$ cat src/hw/rtl/cubic_soft_clip_distortion_macros.svh
// ---------------------------------------------------------------------------
// Cubic soft clip distortion: assertion macros
// Implication checks that compile away when ASSERT_OFF is defined.
// ---------------------------------------------------------------------------
`ifndef CUBIC_SOFT_CLIP_DISTORTION_MACROS_SVH
`define CUBIC_SOFT_CLIP_DISTORTION_MACROS_SVH

`ifndef ASSERT_OFF
// Same-cycle implication, disabled while in reset
`define CSCD_ASSERT_IMP(lbl, clk, rst_n, ante, cons, msg) \
  lbl: assert property (@(posedge clk) disable iff (!rst_n) (ante) |-> (cons)) \
    else $error(msg);
// Next-cycle implication, disabled while in reset
`define CSCD_ASSERT_NXT(lbl, clk, rst_n, ante, cons, msg) \
  lbl: assert property (@(posedge clk) disable iff (!rst_n) (ante) |=> (cons)) \
    else $error(msg);
`else
`define CSCD_ASSERT_IMP(lbl, clk, rst_n, ante, cons, msg)
`define CSCD_ASSERT_NXT(lbl, clk, rst_n, ante, cons, msg)
`endif

`endif

$ cat src/hw/rtl/cscd_pkg.sv
`timescale 1ns / 1ps
`default_nettype none
// ---------------------------------------------------------------------------
// Cubic soft clip distortion: shared package
// Word widths, fixed-point formats and register codes.
// ---------------------------------------------------------------------------
package cscd_pkg;

  // Sample format and full-scale magnitude
  localparam int SAMPLE_W   = 16;
  localparam int FULL_SCALE = 32767;
  localparam int FS_W       = $clog2(FULL_SCALE + 1);
  localparam int MAG_W      = SAMPLE_W;

  // Configuration port
  localparam int CFG_W     = 16;
  localparam int CFG_IDX_W = 1;
  localparam logic [CFG_W-1:0] DRIVE_RESET = CFG_W'(4096);
  localparam logic [CFG_W-1:0] MIX_RESET   = CFG_W'(32768);

  typedef enum logic [CFG_IDX_W-1:0] {
    CFG_DRIVE_GAIN = 1'b0,
    CFG_MIX_AMOUNT = 1'b1
  } cscd_cfg_t;

  // Fixed-point formats: shaped values in Q.30, drive in Q4.12, mix in Q0.16
  localparam int FRAC_Q     = 30;
  localparam int C_W        = FRAC_Q + 1;
  localparam int ONE_Q      = 1 << FRAC_Q;
  localparam int DRIVE_FRAC = 12;
  localparam int MIX_FRAC   = 16;
  localparam int MIX_ONE    = 1 << MIX_FRAC;

  // Gain product and clip threshold
  localparam int P_W      = MAG_W + CFG_W;
  localparam int CLIP_LIM = FULL_SCALE << DRIVE_FRAC;
  localparam int PD_W     = $clog2(CLIP_LIM);
  localparam int AP_W     = DRIVE_FRAC;

  // Integer part of the dry magnitude over full scale
  localparam int AD_W = $clog2(((1 << (SAMPLE_W - 1)) / FULL_SCALE) + 1);
  localparam int X_W  = AD_W + FRAC_Q;

  // Side information that travels with each word
  typedef struct packed {
    logic neg;
    logic last;
  } cscd_side_t;

endpackage
`default_nettype wire

$ cat src/hw/rtl/cscd_cdiv.sv
`timescale 1ns / 1ps
`default_nettype none
// ---------------------------------------------------------------------------
// Constant divider by full scale
// Three-stage quotient and remainder of (num << SH) / FULL_SCALE by
// reciprocal multiply, back multiply and a single correction step.
// ---------------------------------------------------------------------------
module cscd_cdiv
  import cscd_pkg::*;
#(
  parameter int N_W = FS_W,
  parameter int SH  = FRAC_Q,
  parameter int Q_W = FRAC_Q
) (
  input  logic             clk,
  input  logic [N_W-1:0]   num,
  output logic [Q_W-1:0]   quo,
  output logic [FS_W-1:0]  rem
);

  localparam int K    = N_W + SH;
  localparam int R_W  = K - FS_W + 2;
  localparam int PR_W = N_W + R_W;
  localparam int EF_W = Q_W + FS_W;
  localparam int D_W  = FS_W + 1;
  localparam logic [63:0]    RECIP_WIDE = (64'd1 << K) / 64'(FULL_SCALE);
  localparam logic [R_W-1:0] RECIP      = RECIP_WIDE[R_W-1:0];
  localparam logic [D_W-1:0] DIVISOR    = D_W'(FULL_SCALE);

  logic [PR_W-1:0] prod_r;
  logic [N_W-1:0]  num_a_r;
  logic [Q_W-1:0]  est;
  logic [EF_W-1:0] ef_r;
  logic [Q_W-1:0]  est_r;
  logic [N_W-1:0]  num_b_r;
  logic [K-1:0]    nsh;
  logic [D_W-1:0]  rdiff;
  logic            fix;
  logic [Q_W-1:0]  quo_r;
  logic [FS_W-1:0] rem_r;
  logic [Q_W-1:0]  quo_nxt;
  logic [FS_W-1:0] rem_nxt;

  // Estimate is the true quotient or one below it
  assign est = prod_r[N_W +: Q_W];

  // Remainder is below twice the divisor, so its low bits suffice
  always_comb begin
    nsh     = K'(num_b_r) << SH;
    rdiff   = nsh[D_W-1:0] - ef_r[D_W-1:0];
    fix     = (rdiff >= DIVISOR);
    quo_nxt = est_r + Q_W'(fix);
    rem_nxt = fix ? FS_W'(rdiff - DIVISOR) : rdiff[FS_W-1:0];
  end

  // Advance reciprocal, back-multiply and correction stages
  always_ff @(posedge clk) begin
    prod_r  <= num * RECIP;
    num_a_r <= num;
    ef_r    <= est * EF_W'(FULL_SCALE);
    est_r   <= est;
    num_b_r <= num_a_r;
    quo_r   <= quo_nxt;
    rem_r   <= rem_nxt;
  end

  assign quo = quo_r;
  assign rem = rem_r;

endmodule
`default_nettype wire

$ cat config.mk
export PLATFORM = sky130hd
export DESIGN_NAME = cscd_cdiv
export DESIGN_NICKNAME = d
export VERILOG_FILES = /design/src/hw/rtl/cubic_soft_clip_distortion_macros.svh /design/src/hw/rtl/cscd_pkg.sv /design/src/hw/rtl/cscd_cdiv.sv
export SDC_FILE = /design/constraint.sdc
export NUM_CORES = 1
export LEC_CHECK = 0
export ABC_AREA = 1
export BUFFER_PORTS_ARGS = -buffer_cell sky130_fd_sc_hd__buf_4
export CORE_UTILIZATION = 60
export CTS_CLUSTER_DIAMETER = 80
export DETAILED_ROUTE_END_ITERATION = 6
export PLACE_DENSITY = 0.88
export SLEW_MARGIN = 20
export SYNTH_ARGS = -nofsm -noshare
export SYNTH_HDL_FRONTEND = slang
export SYNTH_SLANG_ARGS = --single-unit
$ cat constraint.sdc
create_clock -name clk -period 5.64 [get_ports clk]
set_input_delay 1.692 -clock clk [delete_from_list [all_inputs] [get_ports clk]]
set_output_delay 1.692 -clock clk [all_outputs]
set_load 0.02 [all_outputs]
---- After elaboration in Yosys (flattened, before gate mapping) ----
Cells that the tools add are included.
operators by class
  magnitude comparators ................... 1
  multipliers ............................. 2
  add/subtract/negate cells ............... 3
  multiplexer cells ....................... 1
operators with widths
  cell                      number
  $mul A15 B31 Y45 const B  1
  $add A30 B1 Y30           1
  $mul A30 B15 Y16 const B  1
  $ge A16 B15 Y1 const B    1
  $sub A1 B16 Y16 const A   1
  $mux W15                  1
  $sub A15 B15 Y15 const B  1
word-level totals
  word-level logic and storage cells ...... 12
  register bits ........................... 136
  output and inout port bits .............. 45
  input port bits ......................... 16

---- Depth between registers and ports, before layout ----
Gate-level depths: netlist of the first run.
  depth in word-level cells ............... 3
  mapped depth ............................ 25
  depth with buffers taken out ............ 23

---- Worst setup path after synthesis of the first run ----
No wires, ideal clock.
  path type ............................... reg2reg
  from .................................... register prod_r[35] (netlist name)
  to ...................................... register ef_r[15]
  setup time .............................. 0.112 ns
  clock period less this slack ............ 4.739 ns
  data required time ...................... 5.528 ns
  arrival ................................. 4.627 ns
  setup slack ............................. 0.901 ns
  path buffers ............................ 0
  stages on the path, launching flop included .. 21
  cell sequence ........................... dfxtp_1 -> fa_1 -> inv_1 -> fa_1 -> inv_1 -> fa_1 -> inv_1 -> fa_1 -> fa_1 -> fa_1 -> inv_1 -> ha_1 -> nand2_1 -> nor2_1 -> nand2_1 -> o211ai_1 -> nand2_1 -> nor2_1 -> nor2_1 -> nand3_1 -> nand2_1
RTL lines
  element                 RTL line         RTL
  end signal: assignment  cscd_cdiv.sv:60  ef_r <= est * EF_W'(FULL_SCALE);
  end: declaration        cscd_cdiv.sv:33  logic [EF_W-1:0] ef_r;

==> summary by stage, run 1 <==
CTS
The total number of clock tree sinks is 89. The clock root buffer is sky130_fd_sc_hd__clkbuf_8. After clock tree synthesis, the flow added hold-fix buffers numbering 0. The number of clock buffers added by TritonCTS is 9. The CTS tree is built. The number of gates resized after cts is 0. Buffers added to address setup during post-CTS repair amount to 0. The clock slew seen by the registers of the worst setup and hold paths is 100 ps. CTS built an H-tree with a depth of 3. The clock passes through at most 2 buffers.

The clock latency reported for the late side of the worst-skew pair is 370 ps.

Logic synthesis
In the synthesized netlist, the number of instances is 683. The share of synthesized area in the top cell type comes to 30.0%. Summing every instance area after synthesis gives 5940 um2. During synthesis, Yosys emitted a total of 0 warnings.

The commonest cells after synthesis are sky130_fd_sc_hd__inv_1, sky130_fd_sc_hd__nand2_1, sky130_fd_sc_hd__dfxtp_1. By area the synthesized netlist is led by sky130_fd_sc_hd__dfxtp_1, sky130_fd_sc_hd__fa_1, sky130_fd_sc_hd__ha_1. The average footprint of a synthesized cell is 8.69 um2. In this run, synthesis inferred 0 flip-flops with an integrated enable. The net count after synthesis is 796.

The synthesized netlist contains 38 unique library cells. The most used flip-flop cell after synthesis is sky130_fd_sc_hd__dfxtp_1. The register bit count reported by yosys is 89. The cell type contributing the most total cell area after synthesis is sky130_fd_sc_hd__dfxtp_1.

Of the synthesized area, sequential elements account for 30.0%. The post-synthesis async set-or-reset flop share is 0%.

Critical path
The highest-delay cell along the critical path is sky130_fd_sc_hd__fa_1. The worst setup path is of the register to register kind. The worst path required time is 5920 ps.

The depth of the worst register-to-register path is 18. By instance count, the cell type seen most on the critical path is sky130_fd_sc_hd__fa_1. For the worst setup path, the data arrival time is 5380 ps. The kind of start point of the critical path is a register. The stage delay of the slowest cell on the critical path is 720 ps. STA classifies the critical path endpoint as a register. The critical-path maximum fanout is 5. Traced cell by cell, the critical path runs through inv_1 -> fa_1 -> xnor2_1 -> ha_1 -> o21bai_1 -> fa_1 -> ha_1 -> fa_1 -> inv_1 -> fa_1 -> inv_1 -> ha_1 -> a21oi_1 -> o21ai_0 -> a21oi_1 -> o21bai_1 -> a21oi_1 -> xor2_1.

Global routing
Global routing consumed, on the met3 layer, 4.21% of the routing resources. The global-route wire length before repair is 22,100 um. Global routing used 48.6% of the available met2 tracks. The leftover overflow at the end of global routing is 0. The layer with the highest usage is met2. Across every metal layer, demand over resource in global routing totals 28.1%. Entering global routing, the biggest net connects 19 pins.

Global routing consumed, on the met1 layer, 36.5% of the routing resources. The number of antenna violations at the first check in global routing is 0. The via count of the first global-routing pass is 4,574.

Finish
The repair_antennas step left the layout with diodes totalling 0. The post-route netlist has 17.9% of its cells at a drive strength greater than 1. The post-layout net count is 862. The synthesis-to-layout area growth is 13.1%.

Run status
The run finished with clean final reports.

Placement
In this run the tool buffered the top-level ports with 60 buffer cells. The HPWL after detailed placement is 10,500 um. Routability-driven placement finished with a final weighted congestion of 0.904.

Floorplanning
The placeable core area is 9420 um2. The effective utilization at floorplan is 63.1%. The floorplan has 35 rows. The die span in x is 101 um. Measured along the y axis, the die boundary spans 101 um.

The total die area is 10,300 um2. The top-level I/O count is 61.

Drt
After detailed routing, the number of remaining DRC violations is 0. The post-detailed-route count of antenna-violating nets is 0. Dividing the detail-routed wire length by the instance count gives 14.4 um.

The wire length reported by the detailed router is 12,700 um. The final route contains 4,423 vias. The initial DRC count is 216. The mean number of vias per cell is 5.01. The total iterations of the first detailed-routing run is 5.

Timing
Setup violations remaining at the end of the flow were counted as 0. The share of the clock period used by the worst path is 90.4%. The aggregate negative setup slack is 0 ps. The final critical delay including setup and external delays is 5100 ps. Setup repair after global routing left no endpoint under its margin.

The clock skew is 16.9 ps. The number of endpoints with negative hold slack in the final report is 0. The transition time of the tightest slew-check pin is 662 ps. Based on the critical path, the design can be clocked at up to 196 MHz.

The number of max-slew violations in the final report is 0. The worst slew margin relative to its limit is 55.8%.

Job
The tool flagged a number of max-cap violations equal to 0.

Worst hold path
The type of the most critical hold path is register to register. The number of cells on the worst hold path is 0.
-- area by class of cell --
cell class	count	area, um2
clock buffer	9	124
sequential	89	1780
multi-input combinational	451	3590
clock inverter	7	92.6
inverter	138	523
fill	742	2700
tap	129	161
timing repair buffer	60	450
-- worst paths after layout --
| check | from | endpoint | slack, ps |
|---|---|---|---|
| worst min-delay path | prod_r[40]$_DFF_P_ | est_r[25]$_DFF_P_ | 390 |
| worst max-delay path | prod_r[33]$_DFF_P_ | ef_r[12]$_DFF_P_ | 540 |
| worst min register to register | prod_r[40]$_DFF_P_ | est_r[25]$_DFF_P_ | 390 |
| worst max register to register | prod_r[33]$_DFF_P_ | ef_r[12]$_DFF_P_ | 540 |
-- logic make-up (layout without fill, tap and decap cells) --
logic type                 after synthesis  after routing  share of synthesized area (%)
AOI/OAI and AO/OA                       28             28                           2.80
DFF                                     89             89                           30.0
xor gates and xnor gates                48             48                           7.08
adders and majority gates               97             97                           27.1
and+or+nand+nor                        278            278                           23.4
buffers and inverters                  143            214                           9.61
-- layout by cell type (no fill, tap or decap), drive strengths merged --
| cell | count |
|---|---|
| nand2 | 147 |
| inv | 141 |
| dfxtp | 89 |
| nor2 | 65 |
| buf | 60 |
| fa | 53 |
| ha | 44 |
| nand3 | 39 |
| xor2 | 30 |
| xnor2 | 18 |
| a21oi | 16 |
| clkbuf | 9 |
| nand4 | 9 |
| nor3 | 8 |
| o21bai | 5 |
| nand3b | 4 |
| nor4 | 4 |
| a21o | 3 |
| clkinv | 3 |
| o21ai | 2 |
| or2 | 2 |
| o211ai | 1 |
| o2111ai | 1 |
| bufinv | 1 |
-- per-layer routing --
layer  vias to the layer above  share of wire [%]
li1                       2207                  -
met1                      2085                 44
met2                       112                 50
met3                        19                4.5
met4                         0                1.6
met5                         -                  0
-- worst max-delay path, delay by kind of cell (launching register included) --
kind | cells | cell delay, ps
flops | 1 | 450
compound gates | 6 | 940
fa+ha+maj | 7 | 3120
xor+xnor | 2 | 300
buf+inv | 3 | 220
-- sequential cells by signal, indices dropped and copies added (netlist names) --
register	count
rem	15
prod_r	15
est_r	15
ef_r	15
quo	29
-- stage by stage --
stage	hold slack (ps)	utilization (%)	worst slack, ps	cells	cell area, um2
floorplan	362	-	901	683	5940
global placement	377	69.1	648	867	6500
detailed placement	379	69.1	579	867	6500
CTS	394	71.4	550	883	6720
global route	402	71.4	171	883	6720
finish	389	71.4	540	883	6720
Power of run 1 is left out: the tool's default activity adds up to more than one toggle a clock period on the data nets, which glitch-free logic cannot reach.
==> run 2, diff against run 1 <==
--- a/config.mk
+++ b/config.mk
@@ -11,6 +11,7 @@
 export CTS_CLUSTER_DIAMETER = 80
 export DETAILED_ROUTE_END_ITERATION = 6
 export PLACE_DENSITY = 0.88
+export REMOVE_ABC_BUFFERS = 1
 export SLEW_MARGIN = 20
 export SYNTH_ARGS = -nofsm -noshare
 export SYNTH_HDL_FRONTEND = slang
==> run 2 against run 1 <==
  * Non-clock buffer count unchanged
  * Sequential share of layout area about the same
  * First-iteration DRC count shrank 13%
  * Global-route usage is 0.43 points lower
  * Maximum frequency increased by 1.2%
  * Critical path depth unchanged
  * Clock skew shrank 3.7 ps
  * Via count fell by 0.16%
  * Die area stayed put
  * Final cell count unchanged
  * Utilization down 0.066 points
==> summary by stage, run 2 (same netlist as run 1, synthesis figures left out) <==
Critical path
The worst path required time is 5910 ps. The worst register-to-register path has a depth of 18. The critical path arrival is 5310 ps.

In this run the worst path has a maximum fanout of 7. In this run the critical register-to-register path is captured at ef_r[15]$_DFF_P_. The worst setup path category is register to register. The startpoint identified for the worst register-to-register timing path is prod_r[30]$_DFF_P_. The kind of start point of the critical path is a register.

The nature of the critical path endpoint is a register. Across all register-to-register paths, the minimum setup slack is 600 ps.

Global routing
After global routing the overflow that remains totals 0. Global routing used 27.7% of the available tracks across all layers. The via count of the first global-routing pass came to 4,637.

The number of antenna violations at the first check in global routing is 0. The pin count of the biggest net entering global routing is 20. The first global-routing pass estimated 21,500 um of wire.

Worst hold path
In this run the most critical hold path is launched from prod_r[42]$_DFF_P_. The type of the most critical hold path is register to register. The path with the worst hold slack has its endpoint at est_r[27]$_DFF_P_. Along the worst hold path, the cell count comes to 0.

CTS
At the later pin of the worst-skew pair, clock insertion delay measures 370 ps. The total number of clock tree sinks is 89. The clock tree synthesis step divided the H-tree into 3 levels. Once the clock tree was built, the resizer swapped 0 gates to a different size. The maximum root-to-sink buffer count is 2.

The clock root buffer is sky130_fd_sc_hd__clkbuf_8. Clock tree synthesis inserted a total of 9 buffers. Clock-pin slew was measured on the worst setup and hold paths at 100 ps. The number of buffers inserted by hold repair at cts is 0.

The number of buffers inserted by post-CTS setup repair is 0. TritonCTS built the clock tree.

Timing
After routing, the total negative slack on setup checks comes to 0 ps. Setup repair after global routing left no endpoint under its margin. Timing would allow up to 198 MHz. In the post-route analysis, the smallest setup slack over all paths is 599 ps.

The share of the clock period used by the worst path is 89.4%. The setup violation total in the final timing report is 0. The transition time of the tightest slew-check pin is 614 ps. The number of endpoints with negative hold slack in the final report is 0.

The final critical delay including setup and external delays is 5040 ps. For the final database, setup skew stands at 13.2 ps. The worst slew margin relative to its limit is 59.0%. The number of max-slew violations in the final report was 0.

Job
The tool flagged a number of max-cap violations equal to 0.

Floorplanning
The total area inside the core boundary comes to 9420 um2. During I/O placement, the number of pins put on the boundary was 61. The vertical die dimension is 101 um. The die span in x is 101 um. The die covers 10,300 um2. The initialized floorplan defines 35 standard-cell rows. Once the floorplan was initialized, standard cells occupied 63.1% of the core.

Drt
The detailed router finished its first iteration with 187 violations. The total via count in the routed design is 4,416. The total iterations of the first detailed-routing run is 4. The remaining routing DRC violations is 0.

The post-detailed-route count of antenna-violating nets is 0. The mean number of vias per cell is 5.00. The routed length per placed instance is 14.2 um. The routed design has 12,600 um of wire.

Placement
The half-perimeter wire length after placement is 10,500 um. The count of input and output buffers is 60. The global placement routability congestion is 0.948. The worst slack at placement is 644 ps.

The post-place instance area is 6500 um2.

Run status
The run finished with clean final reports.

Finish
The count of filler cells inserted in the layout is 718. 0 antenna diodes ended up in the layout. The register with the most flip-flops in the layout has 29 of them. The post-route standard cell area excluding fillers is 6710 um2. The post-layout net count is 862. Leaving out fill and tap cells, the most frequent cells in the layout are sky130_fd_sc_hd__inv_1, sky130_fd_sc_hd__nand2_1, sky130_fd_sc_hd__dfxtp_1. Of the cells placed in the final design, the portion with a size suffix greater than 1 is 17.9%. Compared with the post-synthesis result, the final layout area differs by 13.0%.
run 2: cell count changes in the layout (fill, tap and decap cells not counted), sizes merged:
cell,delta
bufinv,-1
clkinv,+4
inv,-3
run 2: cell type report:
class                           instances  area, um2  area share (%)
Clock inverter                          7       86.3            1.29
Inverter                              138        523            7.79
Tap cell                              129        161            2.40
Sequential cell                        89       1780            26.5
Timing Repair Buffer                   60        450            6.71
Clock buffer                            9        124            1.85
Multi-Input combinational cell        451       3590            53.4
run 2: worst max path at each step:
stage                                  start               end  slack, ps
after floorplan           prod_r[35]$_DFF_P_  ef_r[15]$_DFF_P_        900
after global placement    prod_r[30]$_DFF_P_  ef_r[15]$_DFF_P_        670
after detailed placement  prod_r[30]$_DFF_P_  ef_r[15]$_DFF_P_        640
after CTS                 prod_r[30]$_DFF_P_  ef_r[15]$_DFF_P_        580
after global routing      prod_r[30]$_DFF_P_  ef_r[15]$_DFF_P_        270
final                     prod_r[30]$_DFF_P_  ef_r[15]$_DFF_P_        600
run 2: stage by stage:
step | util [%] | hold slack, ps | std cells
floorplan | - | 362 | 678
global placement | 69.1 | 376 | 867
detailed placement | 69.1 | 385 | 867
CTS | 71.3 | 404 | 883
global route | 71.3 | 424 | 883
finish | 71.3 | 403 | 883
run 2: critical path: stages (launching register included):
cell and delay (ps):
sky130_fd_sc_hd__dfxtp_1 560, sky130_fd_sc_hd__fa_1 490, sky130_fd_sc_hd__ha_1 370, sky130_fd_sc_hd__xnor2_1 230, sky130_fd_sc_hd__fa_1 570, sky130_fd_sc_hd__inv_1 60
sky130_fd_sc_hd__fa_1 530, sky130_fd_sc_hd__inv_1 60, sky130_fd_sc_hd__fa_1 530, sky130_fd_sc_hd__inv_1 60, sky130_fd_sc_hd__fa_1 560, sky130_fd_sc_hd__inv_1 50
sky130_fd_sc_hd__ha_1 330, sky130_fd_sc_hd__a21oi_1 150, sky130_fd_sc_hd__o21ai_0 90, sky130_fd_sc_hd__nor2_1 150, sky130_fd_sc_hd__inv_1 60, sky130_fd_sc_hd__nand2_1 60
sky130_fd_sc_hd__nand2_1 40
run 2: layer usage:
| metal | track usage, % | part of all wire, % | vias up |
|---|---|---|---|
| li1 | - | - | 2206 |
| met3 | 4.14 | 4.5 | 14 |
| met4 | 7.92 | 1.3 | 0 |
| met5 | 0 | 0 | - |
| met1 | 35.4 | 44 | 2100 |
| met2 | 48.6 | 50 | 96 |
Power of run 2 is left out for the same reason.
